--- src/hdl/dcu_pkg.sv ---
// Package for the Drude current update block: payload, queue entry and configuration types.
// No dependencies.
`default_nettype none

package dcu_pkg;

  // Grid size default, handed down from the top level.
  localparam int unsigned DCU_CELLS_DEF = 256;
  // Depth of the queue between front and back end.
  localparam int unsigned DCU_QUEUE_DEPTH = 4;
  // APB address width: six word-spaced registers.
  localparam int unsigned DCU_ADDR_W = 5;

  typedef struct packed {
    logic [7:0]         cell_index;
    logic signed [31:0] field_next;
    logic signed [31:0] field_prev;
  } in_item_t;

  typedef struct packed {
    logic [7:0]         cell_out;
    logic signed [31:0] current_out;
    logic               saturated;
  } out_item_t;

  typedef struct packed {
    logic               region_enable;
    logic [7:0]         region_first;
    logic [7:0]         region_last;
    logic signed [31:0] own_gain;
    logic signed [31:0] history_gain;
    logic signed [31:0] drive_gain;
  } cfg_t;

  // How the back end treats an item.
  typedef enum logic [1:0] {
    KIND_OOB    = 2'd0,  // cell beyond the grid: emit zero
    KIND_HOLD   = 2'd1,  // outside the region: emit stored current
    KIND_UPDATE = 2'd2   // inside the region: compute and write back
  } kind_e;

  typedef struct packed {
    logic [7:0]         cell_index;
    kind_e              kind;
    logic signed [32:0] dfield;
  } q_entry_t;

endpackage

`default_nettype wire

--- src/hdl/dcu_queue.sv ---
// Short FIFO of classified items between front and back end.
// Depends on dcu_pkg.
`default_nettype none

module dcu_queue import dcu_pkg::*; #(
  parameter int unsigned DEPTH = DCU_QUEUE_DEPTH
) (
  input  wire logic     clk_i,
  input  wire logic     rst_ni,
  input  wire logic     push_i,
  input  wire q_entry_t entry_i,
  output logic          full_o,
  input  wire logic     pop_i,
  output logic          valid_o,
  output q_entry_t      head_o
);

  localparam int unsigned PW = (DEPTH > 1) ? $clog2(DEPTH) : 1;
  localparam int unsigned CW = $clog2(DEPTH + 1);

  q_entry_t        entries_q [DEPTH];
  logic [PW-1:0]   wr_ptr_q, wr_ptr_d;
  logic [PW-1:0]   rd_ptr_q, rd_ptr_d;
  logic [CW-1:0]   count_q, count_d;

  assign full_o  = (count_q == CW'(DEPTH));
  assign valid_o = (count_q != '0);
  assign head_o  = entries_q[rd_ptr_q];

  always_comb begin
    wr_ptr_d = wr_ptr_q;
    rd_ptr_d = rd_ptr_q;
    count_d  = count_q;
    if (push_i) begin
      wr_ptr_d = (wr_ptr_q == PW'(DEPTH - 1)) ? '0 : wr_ptr_q + 1'b1;
    end
    if (pop_i) begin
      rd_ptr_d = (rd_ptr_q == PW'(DEPTH - 1)) ? '0 : rd_ptr_q + 1'b1;
    end
    if (push_i && !pop_i) begin
      count_d = count_q + 1'b1;
    end else if (pop_i && !push_i) begin
      count_d = count_q - 1'b1;
    end
  end

  always_ff @(posedge clk_i or negedge rst_ni) begin
    if (!rst_ni) begin
      wr_ptr_q <= '0;
      rd_ptr_q <= '0;
      count_q  <= '0;
    end else begin
      wr_ptr_q <= wr_ptr_d;
      rd_ptr_q <= rd_ptr_d;
      count_q  <= count_d;
    end
  end

  always_ff @(posedge clk_i) begin
    if (push_i) begin
      entries_q[wr_ptr_q] <= entry_i;
    end
  end

endmodule

`default_nettype wire

--- config.mk ---
export PLATFORM = sky130hd
export DESIGN_NAME = dcu_queue
export DESIGN_NICKNAME = d
export VERILOG_FILES = /design/src/hdl/dcu_pkg.sv /design/src/hdl/dcu_queue.sv
export SDC_FILE = /design/constraint.sdc
export NUM_CORES = 1
export LEC_CHECK = 0
export BUFFER_PORTS_ARGS = -buffer_cell sky130_fd_sc_hd__buf_2
export CAP_MARGIN = 20
export CORE_UTILIZATION = 50
export DETAILED_ROUTE_END_ITERATION = 6
export GPL_ROUTABILITY_DRIVEN = 0
export PLACE_DENSITY = 0.82
export SLEW_MARGIN = 40
export SYNTH_ARGS = -nofsm -noshare
export SYNTH_HDL_FRONTEND = slang
export SYNTH_SLANG_ARGS = --single-unit
--- constraint.sdc ---
create_clock -name clk_i -period 2.2 [get_ports clk_i]
set_clock_uncertainty 0.1 [all_clocks]
set_input_delay 0.22 -clock clk_i [delete_from_list [all_inputs] [get_ports clk_i]]
set_output_delay 0.22 -clock clk_i [all_outputs]
set_load 0.02 [all_outputs]
# ---- Yosys cells after proc, flatten, opt, wreduce, memory -nomap -nowiden
# Memories as Yosys holds them, arrays and structs flattened.
# Index checks and enable logic that the tools add are counted.
dict set report word_totals {
  ff_bits 7
  ram_bits 172
  in_bits 47
  output_inout_bits 45
  word_cells 23
  memories 1
}
dict set report op_classes {
  n_addsub 4
  eq_ne 3
  muxes 6
  n_reduce_logical 6
}
# name words word_bits read_ports rd_clocked_by_memory_dff wr line_no
set memory_table {}
lappend memory_table {entries_q 4 43 1 0 1 dcu_queue.sv:21} ;# q_entry_t entries_q [DEPTH];
# op n
set op_table {}
lappend op_table {{two-way mux 3 bit} 2}
lappend op_table {{adder 2 x 1 -> 2 bit (second input constant)} 2}
lappend op_table {{== test 2 bit (second input constant)} 2}
lappend op_table {{two-way mux 2 bit} 2}
lappend op_table {{adder 3 x 1 -> 3 bit (second input constant)} 1}
lappend op_table {{== test 3 bit (second input constant)} 1}
lappend op_table {{nonzero test 3 bit} 1}
lappend op_table {{subtractor 3 x 1 -> 3 bit (second input constant)} 1}
lappend op_table {{logical AND 1 bit} 2}
lappend op_table {{logical NOT 1 bit} 2}
lappend op_table {{two-way mux 1 bit} 2}
lappend op_table {{nonzero test 2 bit} 1}

# ---- Logic depth before layout (Yosys ltp)
dict set report logic_depth {
  ltp_word 4
  mapped_depth 7
  mapped_depth_nobuf 7
}

# ---- Worst setup path before layout
# OpenSTA, ideal clock, no wires.
dict set report synth_timing {
  path_kind {register to register}
  startpoint {register wr_ptr_q[0]}
  endpoint {memory entries_q[0][0] (netlist name), enable pin}
  setup_ns 0.405
  arrival_time_ns 1.659
  required_ns 1.695
  slack_ns 0.036
  stages_incl_launch_ff 4
  n_path_buf 0
  period_less_slack_ns 2.164
  path_cell_list {dfrtp_1 > inv_1 > ha_1 > and2_1}
}
# item line_no
set synth_rtl {}
lappend synth_rtl {{from (decl)} dcu_queue.sv:22} ;# logic [PW-1:0] wr_ptr_q, wr_ptr_d;
lappend synth_rtl {{from (signal assigned)} dcu_queue.sv:53} ;# wr_ptr_q <= wr_ptr_d;
lappend synth_rtl {{to (decl)} dcu_queue.sv:21}
# No word-level cell before the write port.

==> results.toml <==
[global_routing]
grt_pass1_vias = 3495
gr-max-usage-layer = "met2"
antenna_found_initial = 1
grtUsageMet2_pct = 30.70
gr-total-overflow = 0
track_usage_pct = 18.59
grtUsageMet3_pct = 5.329
grt_pass1_wl_um = 18750
use_met1_pct = 23.31
grt_start_max_net_pins = 28

[yosys]
synthAdderAreaFrac_pct = 1.423
ys_seq_elements = 179
synth_edf_count = 172
synth_mux_area_share_pct = 15.28
synthCells = 262
ys_seq_area_share_pct = 79.93
synth_top_family_by_area = "multiplexers"
mappedNetlistArea_mm2 = 0.006681
synth-xor-area-share_pct = 0.3933
async_flop_share_pct = 3.911
synth_nets = 316
synthSimpleGateAreaFrac_pct = 0.8614
ys_types = 19
avgSynthCellArea_um2 = 25.50
synthFlopType = "edfxtp_1"
yosys_warnings = 0
synth-compound-area-share_pct = 0.1498

[timing]
finalSetupViolCount = 0
period_minus_slack_ns = 2.153
max-slew-margin-rel_pct = 73.93
slew_violations = 0
rsz0062_at_grt = "true"
fin_setup_tns_ns = 0
finalCritPeriodShare_pct = 97.88
fmax_ghz = 0.4644
hold_viol = 0
worstMarginPinSlew_ns = 0.3911

[setup_path]
path_cells = "buf_12, mux4_2, buf_2"
crit_end = "head_o[13]"
critPathMaxFanout = 23
worstPathArrival_ns = 1.83
reg2reg_depth = 4
setup.worst_path.start_class = "flip-flop"
critPathMaxStageDelay_ns = 0.55
cpLargestDelayFamily = "multiplexers"
cp.depth = 3
cp_slowest_cell = "mux4_2"
required_ns = 1.88
cp-end-kind = "output port"
rrSetupSlack_ns = 0.56
critPathLaunch = "rd_ptr_q[0]$_DFFE_PN0P_"
r2r_end = "entries_q[0][13]$_DFFE_PP_"
r2r-start = "wr_ptr_q[0]$_DFFE_PN0P_"
cp_num_buf_inv = 2
crit_type = "reg -> out"

[cts]
clockBufferDepth = 2
clock-sinks = 179
cts_htree_levels = 4
cts_tree = "done"
cts-buffers-inserted = 17
root_buffer = "clkbuf_16"
worstSkewPairLatency_ns = 0.42
path_clk_slew_ns = 0.06

[place]
hpwl_um = 7136
numPortBuffers = 91
place_inst = 527

[routing]
vias_per_cell = 5.211
wl_um = 11680
drt-initial-drc-count = 210
postRouteAntennaNets = 0
vias = 3158
drc_errors = 0
firstDrtPassIters = 4
routedWlPerCell_um = 19.27

[power_and_ir_drop]
powerDensity_mw_per_mm2 = 1278
irDropWorstVdd_mv = 0.7813
p_leak_nw = 2.944

[die]
core-area_mm2 = 0.01282
die_h_um = 117.6
die_w_um = 117.6
io_pins = 92
initial_core_util_pct = 52.10
die_area_mm2 = 0.01383
placementRows = 41

[finish]
syn2layout_area_growth_pct = 25.21
finalNonFillerCells = 606
layout-drive-gt1-share_pct = 41.34
fin_nets = 474

[run_status]
outcome = "finished, final reports clean"

[hold_path]
hold_path_class = "in -> async"

[flow_run]
maxCapViolCount = 0
metal layers:
layer / vias to the layer above / wire length, um
met3: 15 / 594
met1: 1625 / 4886
met5: - / 0
met4: 0 / 182
met2: 94 / 6014
li1: 1424 / -
registers in the layout (all words and copies together), names as in the netlist:
| signal | cells |
|---|---|
| entries_q | 172 |
| count_q | 3 |
| rd_ptr_q | 2 |
| wr_ptr_q | 2 |
area by class of cell:
class                   count  area [um^2]
fillers                   859         4459
well taps                 172        215.2
inverters                   4        15.01
diodes                      1        2.502
clock buffers              18        429.2
clock inverters            14        96.34
flip-flops and latches    179         5345
repair buffers            149         1062
multi-input cells          69         1200
metrics by stage:
step	hold slack [ns]	cell area, um^2	power (mW)	util (%)	setup WS, ns
floorplan	-0.1756	6681	7.036	-	0.03615
global placement	-0.03255	7373	7.903	57.49	0.4685
detailed placement	-0.02154	7373	8.004	57.49	0.4533
CTS	0.05194	8348	10.77	65.09	0.006402
global route	0.08118	8363	11.16	65.21	-0.03542
finish	0.05855	8366	10.69	65.23	0.04655
worst min path at each step:
stage | startpoint | end | slack [ns] | cells past startpoint
detailed placement | rst_ni | count_q[1]$_DFFE_PN0P_ | -0.02 | 1
floorplan | rst_ni | count_q[0]$_DFFE_PN0P_ | -0.18 | 0
global placement | rst_ni | count_q[1]$_DFFE_PN0P_ | -0.03 | 1
global route | rst_ni | count_q[1]$_DFFE_PN0P_ | 0.08 | 2
CTS | rst_ni | rd_ptr_q[0]$_DFFE_PN0P_ | 0.05 | 2
finish | rst_ni | wr_ptr_q[0]$_DFFE_PN0P_ | 0.06 | 2
report_power, final:
part / leakage, nW / internal (mW) / switching (mW) / total [mW]
Sequential: 1.66 / 4.39 / 0.205 / 4.59
Combinational: 1.03 / 1.52 / 1.88 / 3.40
Clock: 0.254 / 1.52 / 1.17 / 2.70
layout by cell type (no fill, tap or decap), drive strengths merged:
cell         instances
and2                 4
buf                103
bufinv               1
clkbuf              18
clkinv              11
clkinvlp             2
dfrtp                7
diode                1
dlygate4sd3         46
edfxtp             172
fa                   1
ha                   6
inv                  4
mux2                 3
mux4                43
nand2                2
nor2                 3
nor3b                1
o21ai                2
or3                  1
xnor2                1
xor2                 2
cell usage after synthesis (2+ instances only):
master    number  share of area, %
edfxtp_1     172                77
mux4_2        38                13
dfrtp_1        7               2.6
ha_1           6               1.1
buf_2          5              0.37
mux4_1         5               2.0
and2_1         4              0.37
buf_12         4               1.2
inv_1          4              0.22
mux2_2         3              0.51
nor2_1         3              0.17
nand2_1        2              0.11
o21ai_0        2              0.15
xor2_1         2              0.26
what timing repair did:
| action | in CTS | in global routing |
|---|---|---|
| endpoints found under the setup margin | 3 | 22 |
| hold buffers | 46 | 0 |
| gates resized for setup | 3 | 7 |
| buffers inserted | 0 | 0 |
| endpoints found under the hold margin | 182 | 0 |
cells by family after synthesis:
family / Yosys count
AOI/OAI and AO/OA: 2
and+or+nand+nor: 11
muxes: 46
buffers and inverters: 14
adders and majority gates: 7
xor gates and xnor gates: 3
DFF: 179
(Power assumes the default switching activity.)
