`config.mk`:
```
export PLATFORM = sky130hd
export DESIGN_NAME = dcu_front
export DESIGN_NICKNAME = d
export VERILOG_FILES = /design/src/hdl/dcu_pkg.sv /design/src/hdl/dcu_front.sv
export SDC_FILE = /design/constraint.sdc
export NUM_CORES = 1
export LEC_CHECK = 0
export CORE_AREA = 2 2 90 92
export DETAILED_ROUTE_END_ITERATION = 7
export DIE_AREA = 0 0 92 94
export DONT_BUFFER_PORTS = 1
export PLACE_DENSITY = 0.51
export SLEW_MARGIN = 20
export SYNTH_ARGS = -nofsm -noshare
export SYNTH_HDL_FRONTEND = slang
export SYNTH_SLANG_ARGS = --single-unit
```
`constraint.sdc`:
```
create_clock -name vclk -period 6.1
set_clock_uncertainty 0.05 [all_clocks]
set_input_delay 1.525 -clock vclk [all_inputs]
set_output_delay 1.525 -clock vclk [all_outputs]
set_load 0.03 [all_outputs]
```
`src/hdl/dcu_pkg.sv`:
```
// Package for the Drude current update block: payload, queue entry and configuration types.
// No dependencies.
`default_nettype none

package dcu_pkg;

  // Grid size default, handed down from the top level.
  localparam int unsigned DCU_CELLS_DEF = 256;
  // Depth of the queue between front and back end.
  localparam int unsigned DCU_QUEUE_DEPTH = 4;
  // APB address width: six word-spaced registers.
  localparam int unsigned DCU_ADDR_W = 5;

  typedef struct packed {
    logic [7:0]         cell_index;
    logic signed [31:0] field_next;
    logic signed [31:0] field_prev;
  } in_item_t;

  typedef struct packed {
    logic [7:0]         cell_out;
    logic signed [31:0] current_out;
    logic               saturated;
  } out_item_t;

  typedef struct packed {
    logic               region_enable;
    logic [7:0]         region_first;
    logic [7:0]         region_last;
    logic signed [31:0] own_gain;
    logic signed [31:0] history_gain;
    logic signed [31:0] drive_gain;
  } cfg_t;

  // How the back end treats an item.
  typedef enum logic [1:0] {
    KIND_OOB    = 2'd0,  // cell beyond the grid: emit zero
    KIND_HOLD   = 2'd1,  // outside the region: emit stored current
    KIND_UPDATE = 2'd2   // inside the region: compute and write back
  } kind_e;

  typedef struct packed {
    logic [7:0]         cell_index;
    kind_e              kind;
    logic signed [32:0] dfield;
  } q_entry_t;

endpackage

`default_nettype wire

```
`src/hdl/dcu_front.sv`:
```
// Front end: accepts input items, classifies them against the region, forms the field difference.
// Depends on dcu_pkg.
`default_nettype none

module dcu_front import dcu_pkg::*; #(
  parameter int unsigned CELLS = DCU_CELLS_DEF
) (
  input  wire logic     in_valid_i,
  output logic          in_ready_o,
  input  wire in_item_t in_item_i,
  input  wire cfg_t     cfg_i,
  input  wire logic     q_full_i,
  input  wire logic     clearing_i,
  output logic          push_o,
  output q_entry_t      entry_o
);

  logic oob;
  logic in_region;

  assign in_ready_o = !q_full_i && !clearing_i;
  assign push_o     = in_valid_i && in_ready_o;

  // cell <= min(last, CELLS-1) is the same as cell <= last and not beyond the grid
  assign oob       = 32'(in_item_i.cell_index) >= CELLS;
  assign in_region = cfg_i.region_enable && !oob
                     && (in_item_i.cell_index >= cfg_i.region_first)
                     && (in_item_i.cell_index <= cfg_i.region_last);

  always_comb begin
    entry_o.cell_index = in_item_i.cell_index;
    if (oob) begin
      entry_o.kind = KIND_OOB;
    end else if (in_region) begin
      entry_o.kind = KIND_UPDATE;
    end else begin
      entry_o.kind = KIND_HOLD;
    end
    entry_o.dfield = 33'(in_item_i.field_next) - 33'(in_item_i.field_prev);
  end

endmodule

`default_nettype wire

```
**After elaboration in Yosys (flattened, before gate mapping)**

Index checks and enable logic that the tools add are counted.

- Add/subtract/negate cells: 1
- Multipliers: 0
- Divide/modulo/power cells: 0
- $lt $le $gt $ge: 2
- Equal/unequal tests: 0
- Shifts and indexed selects: 0
- Mux-type cells: 1
- Bitwise logic cells: 0
- Reductions and logical operators: 6

Operator list:

| operator | number |
|---|---|
| subtractor 32 x 32 -> 33 bit | 1 |
| >= comparator 8 bit | 1 |
| <= comparator 8 bit | 1 |
| logical AND 1 bit | 4 |
| zero test 1 bit | 2 |
| two-way mux 2 bit | 1 |

- Register bits: 0
- Bits in latches: 0
- Memory bits (writable): 0
- ROM bits: 0
- Bits of input ports: 188
- Output and inout bits: 45
- Logic and storage cells: 10
- Memories: 0

**Longest topological paths before layout**

Gate-level depths: netlist of run 1.

- Depth in word-level cells: 4
- Depth in mapped cells: 10
- Gate-level depth less buffers: 10

**Least setup slack after synthesis of run 1**

OpenSTA, ideal clock, no wires.

- Path kind: input -> output
- Start: input in_item_i[7] in the netlist's numbering
- End: output entry_o[31] in the netlist's numbering
- Arrival: 3952 ps
- Data required time: 4525 ps
- Setup slack: 573 ps
- Cell stages on the path: 8
- Buffers on the path: 0
- Cells stage by stage: inv_1 ha_1 and3_1 and4_2 o21ai_0 a31oi_1 a21oi_1 o41ai_1

RTL lines:

| what | RTL line | source |
|---|---|---|
| start, declared | dcu_front.sv:10 | `input wire in_item_t in_item_i,` |
| end, declared | dcu_front.sv:15 | `output q_entry_t entry_o` |

==> summary.txt, run 1 <==
Power
  • Flop pwr share: 0%
  • Worst VDD drop: 0.06857 mV
  • Pwr Density: 144.2 mW/mm^2
  • Leakage power: 1.284 nW
  • Net Switching: 241.9 uW
  • Comb power frac: 100.0%
  • Clock share of power: 0%
  • Switching Share: 68.51%
  • Internal: 111.2 uW

Floorplan
  • Initial core utilization: 30.86%
  • Die area: 0.008648 mm^2
  • CORE AREA: 0.007607 mm^2
  • Row cnt: 32
  • I/O pins: 233
  • Die width: 92 um
  • Die Y: 94 um

Worst setup path
  • Startpoint Class: input pin
  • Kind of end point of the critical path: output pin
  • Crit Path Max Fanout: 6
  • Critical path arrival: 3.95 ns
  • CP required: 4.53 ns
  • WS Path Type: input pin to output pin

Drt
  • Routed wire per std cell: 13.38 um
  • Vias/cell: 5.194
  • DRC errors left: 0
  • Vias: 2280
  • Starting DRT DRC Count: 39
  • Total Wirelength: 5873 um
  • Final ANT Viol Nets: 0
  • Drt first pass iters: 4

STA
  • Slew Viols, Final: 0
  • Fin crit period: 5.523 ns
  • Unrepaired setup endpoints after global routing: false
  • Worst Max-Slew Pin Slew: 0.8318 ns
  • Setup TNS: 0 ns
  • Fin. Hold Viols: 0
  • Final setup violation count: 0
  • Crit share post-route: 90.54%
  • Max_slew headroom: 44.15%
  • Fmax: 181.1 MHz

Global route
  • GRT Util Overall: 12.68%
  • Initial antenna violation count: 0
  • Overflow after GRT: 0
  • Vias in the first global route: 2187
  • First-pass GRT wire length: 9604 um
  • Largest net degree at the start of global routing: 9

Placement
  • Dpl cell area: 0.002449 mm^2
  • I/O Buffers: 0
  • DP HPWL: 5200 um
  • Routability cong.: 0.8205

Finish
  • Final instance area: 0.002449 mm^2
  • # clk buffers: 0
  • Nets: 576
  • Seq cells: 0
  • Fill cells: 831
  • Register area: 0 um^2
  • Layout cell share with drive strength beyond 1: 6.825%
  • Synth-to-Final Area Change: 4.318%
  • Antenna diodes: 0

Logic synthesis
  • Synth area leader: ha_1
  • Largest cells by area after synthesis: ha_1, inv_1, a21oi_1, xnor2_1, nand2_1
  • Area share of the largest cell type after synthesis: 25.59%
  • Distinct cells, synth: 52
  • Syn_area_per_cell: 6.883 um^2
  • Seq/Total Area, Yosys: 0%
  • Post-Syn Area: 0.002347 mm^2
  • Warnings, synthesis: 0
  • Synthesized net count: 578
  • Most frequent cell after synthesis: inv_1
  • Leading cell types by count after synthesis: inv_1, ha_1, a21oi_1
  • Cells after Synth: 341

CTS
  • Post-CTS sizing: 0
  • # hold bufs at CTS: 0
  • Post-CTS setup buffer count: 0

Run status
  • Status: finished, final reports clean

Worst hold path
  • Hold crit path type: input pin to output pin

Flow run
  • Max Cap Viol: 0
-- layer usage --
layer | track usage, % | vias up | routed length, um | share of wire (%)
met1 | 16.87 | 992 | 2681 | 46
li1 | - | 1178 | - | -
met4 | 0.3731 | 0 | 17 | 0.29
met2 | 22.67 | 108 | 2696 | 46
met3 | 2.167 | 2 | 478 | 8.1
met5 | 0 | - | 0 | 0
-- cells by family (layout without fill, tap and decap cells) --
logic type      Yosys count  after routing  synth area share (%)
compound gates          103            103                 29.96
xor+xnor                 27             27                 10.07
fa+ha+maj                49             49                 26.44
buf+inv                  70             66                 12.95
mux                       1              1                0.4265
simple gates             91             91                 20.15
-- through the flow --
step                hold WS (ns)  power (mW)  worst slack (ns)  instances  util, %
floorplan                  3.112      0.3058            0.5726        341        -
global placement           3.000      0.3520            0.5412        439    32.19
detailed placement         3.000      0.3532            0.5485        439    32.19
CTS                        3.000      0.3554            0.5486        439    32.19
global route               3.000      0.3874            0.4433        439    32.19
finish                     3.000      0.3531            0.5772        439    32.19
-- layout by cell type (no fill, tap or decap), drive strengths merged, types with 2 or more instances in the layout --
cell / instances
nor2: 18
xor2: 12
a31oi: 7
o211ai: 5
a221oi: 2
buf: 8
a21o: 14
nor3: 3
nand3b: 2
a21oi: 37
and4: 2
and2: 4
a221o: 3
or4b: 2
o31ai: 2
nand4: 6
nand2b: 5
inv: 58
and2b: 2
nand3: 4
o21a: 3
xnor2: 15
and3: 4
nor3b: 3
ha: 48
o21ai: 20
nor2b: 4
nand2: 30
o21bai: 3
-- worst max-delay path, cell delays in order --
cell and delay [ns]:
inv_1 0.02, ha_1 0.19, fa_1 0.39, nand2b_1 0.19, a21oi_2 0.17, o21ai_2 0.13
o31ai_4 0.34, a31oi_4 0.17, or4b_1 0.52, and4_1 0.29
-- power groups by stage --
stage	Combinational (mW)	Clock, mW	Sequential (mW)
floorplan	0.306	0	0
global placement	0.352	0	0
detailed placement	0.353	0	0
CTS	0.355	0	0
global route	0.387	0	0
finish	0.353	0	0
-- path summary, 6_finish.rpt --
kind	startpoint	cells past startpoint	endpoint	slack (ns)
worst min-delay path	in_item_i[64]	0	entry_o[35]	3.00
worst max-delay path	in_item_i[32]	10	entry_o[26]	0.58
-- cell type report --
cell class	instances	area (um^2)	area share (%)
multi-input combinational	271	2043	83.44
timing repair buffer	8	60.06	2.453
tap	102	127.6	5.212
inverter	58	217.7	8.891
Note: power is estimated with default switching activity, not from simulation.
==> run 2, diff against run 1 <==
--- a/config.mk
+++ b/config.mk
@@ -10,6 +10,7 @@
 export DIE_AREA = 0 0 92 94
 export DONT_BUFFER_PORTS = 1
 export PLACE_DENSITY = 0.51
+export RECOVER_POWER = 100
 export SLEW_MARGIN = 20
 export SYNTH_ARGS = -nofsm -noshare
 export SYNTH_HDL_FRONTEND = slang
==> constraint.sdc (replaced) <==
create_clock -name vclk -period 6.1
set_clock_uncertainty 0.05 [all_clocks]
set_input_delay 0.305 -clock vclk [all_inputs]
set_output_delay 0.305 -clock vclk [all_outputs]
set_load 0.03 [all_outputs]
==> run 2 against run 1 <==
Final cell count is 1.6% lower; core utilization is 1.3 points lower; global-route usage is 0.30 points lower; total power is 6.0% lower; non-clock buffer count is 7 lower; setup slack better by 1.9 ns; largest power group unchanged; via count is 0.18% lower; flip-flop and latch count stayed put; cell area is 4.2% lower; first-iteration DRC count is 2.6% lower; routed wire length is 1.6% lower; fmax is 51% higher.
==> summary.txt, run 2 (synthesis results as in run 1) <==
Global route
  • Largest net degree at the start of global routing: 9 (unchanged)
  • First-pass GRT wire length: 9425 um (-1.9%)
  • Vias in the first global route: 2213 (+1.2%)
  • Overflow after GRT: 0 (unchanged)
  • Initial antenna violation count: 0 (unchanged)
  • GRT Util Overall: 12.38% (-0.30 points)

Finish
  • Most frequent cells in the layout: inv_1, ha_1, a21oi_1
  • Nets: 569 (-1.2%)
  • Non-Filler Instances: 432 (-1.6%)
  • Register area: 0 um^2 (unchanged)
  • Layout cell share with drive strength beyond 1: 2.727% (-4.1 points)
  • # clk buffers: 0 (unchanged)
  • Antenna diodes: 0 (unchanged)
  • Commonest non-fill, non-tap cell in the layout: inv_1
  • Seq cells: 0 (unchanged)
  • Synth-to-Final Area Change: -0.05330%

Floorplan
  • Die Y: 94 um (unchanged)
  • Die width: 92 um (unchanged)
  • Initial core utilization: 30.86% (unchanged)
  • CORE AREA: 0.007607 mm^2 (unchanged)
  • Die area: 0.008648 mm^2 (unchanged)
  • I/O pins: 233 (unchanged)
  • Row cnt: 32 (unchanged)

Drt
  • Starting DRT DRC Count: 38 (-2.6%)
  • DRC errors left: 0 (unchanged)
  • Total Wirelength: 5780 um (-1.6%)
  • Vias/cell: 5.269 (+1.4%)
  • Drt first pass iters: 4 (unchanged)
  • Routed wire per std cell: 13.38 um (about the same)
  • Final ANT Viol Nets: 0 (unchanged)
  • Vias: 2276 (-0.18%)

Placement
  • Post-place setup slack: 2.899 ns (+2.351 ns)
  • I/O Buffers: 0 (unchanged)
  • Routability cong.: 0.8164 (-0.50%)
  • Placed Instances: 432 (-1.6%)
  • DP HPWL: 5148 um (-1.0%)

Worst setup path
  • WS Path Type: input pin to output pin
  • Crit Path Max Fanout: 6 (unchanged)
  • Kind of end point of the critical path: output pin
  • Most frequent CP cell: o31ai_1
  • Critical path arrival: 3.29 ns (-0.66 ns)
  • CP required: 5.74 ns (+1.21 ns)
  • CP peak stage delay: 0.55 ns (+0.03 ns)
  • Slowest stage cell, crit path: xor2_1
  • Startpoint Class: input pin
  • Crit path cell chain: inv_1, ha_1, fa_1, nand2b_1, a21oi_1, o21ai_0, o31ai_1, a31oi_1, o31ai_1, xor2_1

Run status
  • Status: finished, final reports clean

STA
  • Worst setup margin: 2.453 ns (+1.876 ns)
  • Fin crit period: 3.647 ns (-1.876 ns)
  • Unrepaired setup endpoints after global routing: false
  • Max_slew headroom: 35.56% (-8.6 points)
  • Fin. Hold Viols: 0 (unchanged)
  • Slew Viols, Final: 0 (unchanged)
  • Crit share post-route: 59.79% (-31 points)
  • Worst Max-Slew Pin Slew: 0.9609 ns (+0.1291 ns)
  • Final setup violation count: 0 (unchanged)
  • Fmax: 274.2 MHz (+51%)
  • Setup TNS: 0 ns (unchanged)

Power
  • Worst VDD drop: 0.05991 mV (-13%)
  • Leakage power: 1.238 nW (-3.5%)
  • Pwr Density: 141.6 mW/mm^2 (-1.8%)

CTS
  • Post-CTS setup buffer count: 0 (unchanged)
  • # hold bufs at CTS: 0 (unchanged)
  • Post-CTS sizing: 0 (unchanged)

Flow run
  • Max Cap Viol: 0 (unchanged)

Worst hold path
  • Hold crit path type: input pin to output pin
==> run 2: changes by cell type in the layout (fill, tap and decap cells not counted), sizes merged <==
cell	delta
buf	-8
clkbuf	+1
==> run 2: through the flow <==
step	hold slack, ns	util (%)	cell area [um^2]	total power [mW]
finish	0.5600	30.84	2346	0.3321
floorplan	0.6719	-	2347	0.3058
CTS	0.5604	31.50	2396	0.3417
global route	0.5600	30.84	2346	0.3644
global placement	0.5604	31.50	2396	0.3390
detailed placement	0.5604	31.50	2396	0.3398
==> run 2: worst paths after layout <==
kind	startpoint	end	slack [ns]	cells past startpoint
min	in_item_i[68]	entry_o[39]	0.56	0
max	in_item_i[32]	entry_o[30]	2.45	10
==> run 2: report_power, final <==
part | internal, mW | switching, mW
clock | 0 | 0
sequential | 0 | 0
combinational | 0.0968 | 0.235
==> run 2: per-layer routing <==
layer | global-route usage [%] | part of all wire [%] | vias up | wire length, um
li1 | - | - | 1171 | -
met4 | 0.6219 | 0.43 | 0 | 25
met2 | 22.79 | 46 | 112 | 2636
met5 | 0 | 0 | - | 0
met1 | 16.39 | 46 | 991 | 2675
met3 | 1.204 | 7.6 | 2 | 442
==> run 2: worst max-delay path, delay by kind of cell <==
kind | cells | cell delay (ns)
xor+xnor | 1 | 0.55
compound gates | 5 | 1.64
fa+ha+maj | 2 | 0.59
buf+inv | 1 | 0.02
simple gates | 1 | 0.19
==> run 2: area by class of cell <==
class,instances,area (um^2)
multi-input combinational,271,1997
fill,878,5261
timing repair buffer,1,3.754
inverter,58,217.7
tap,102,127.6
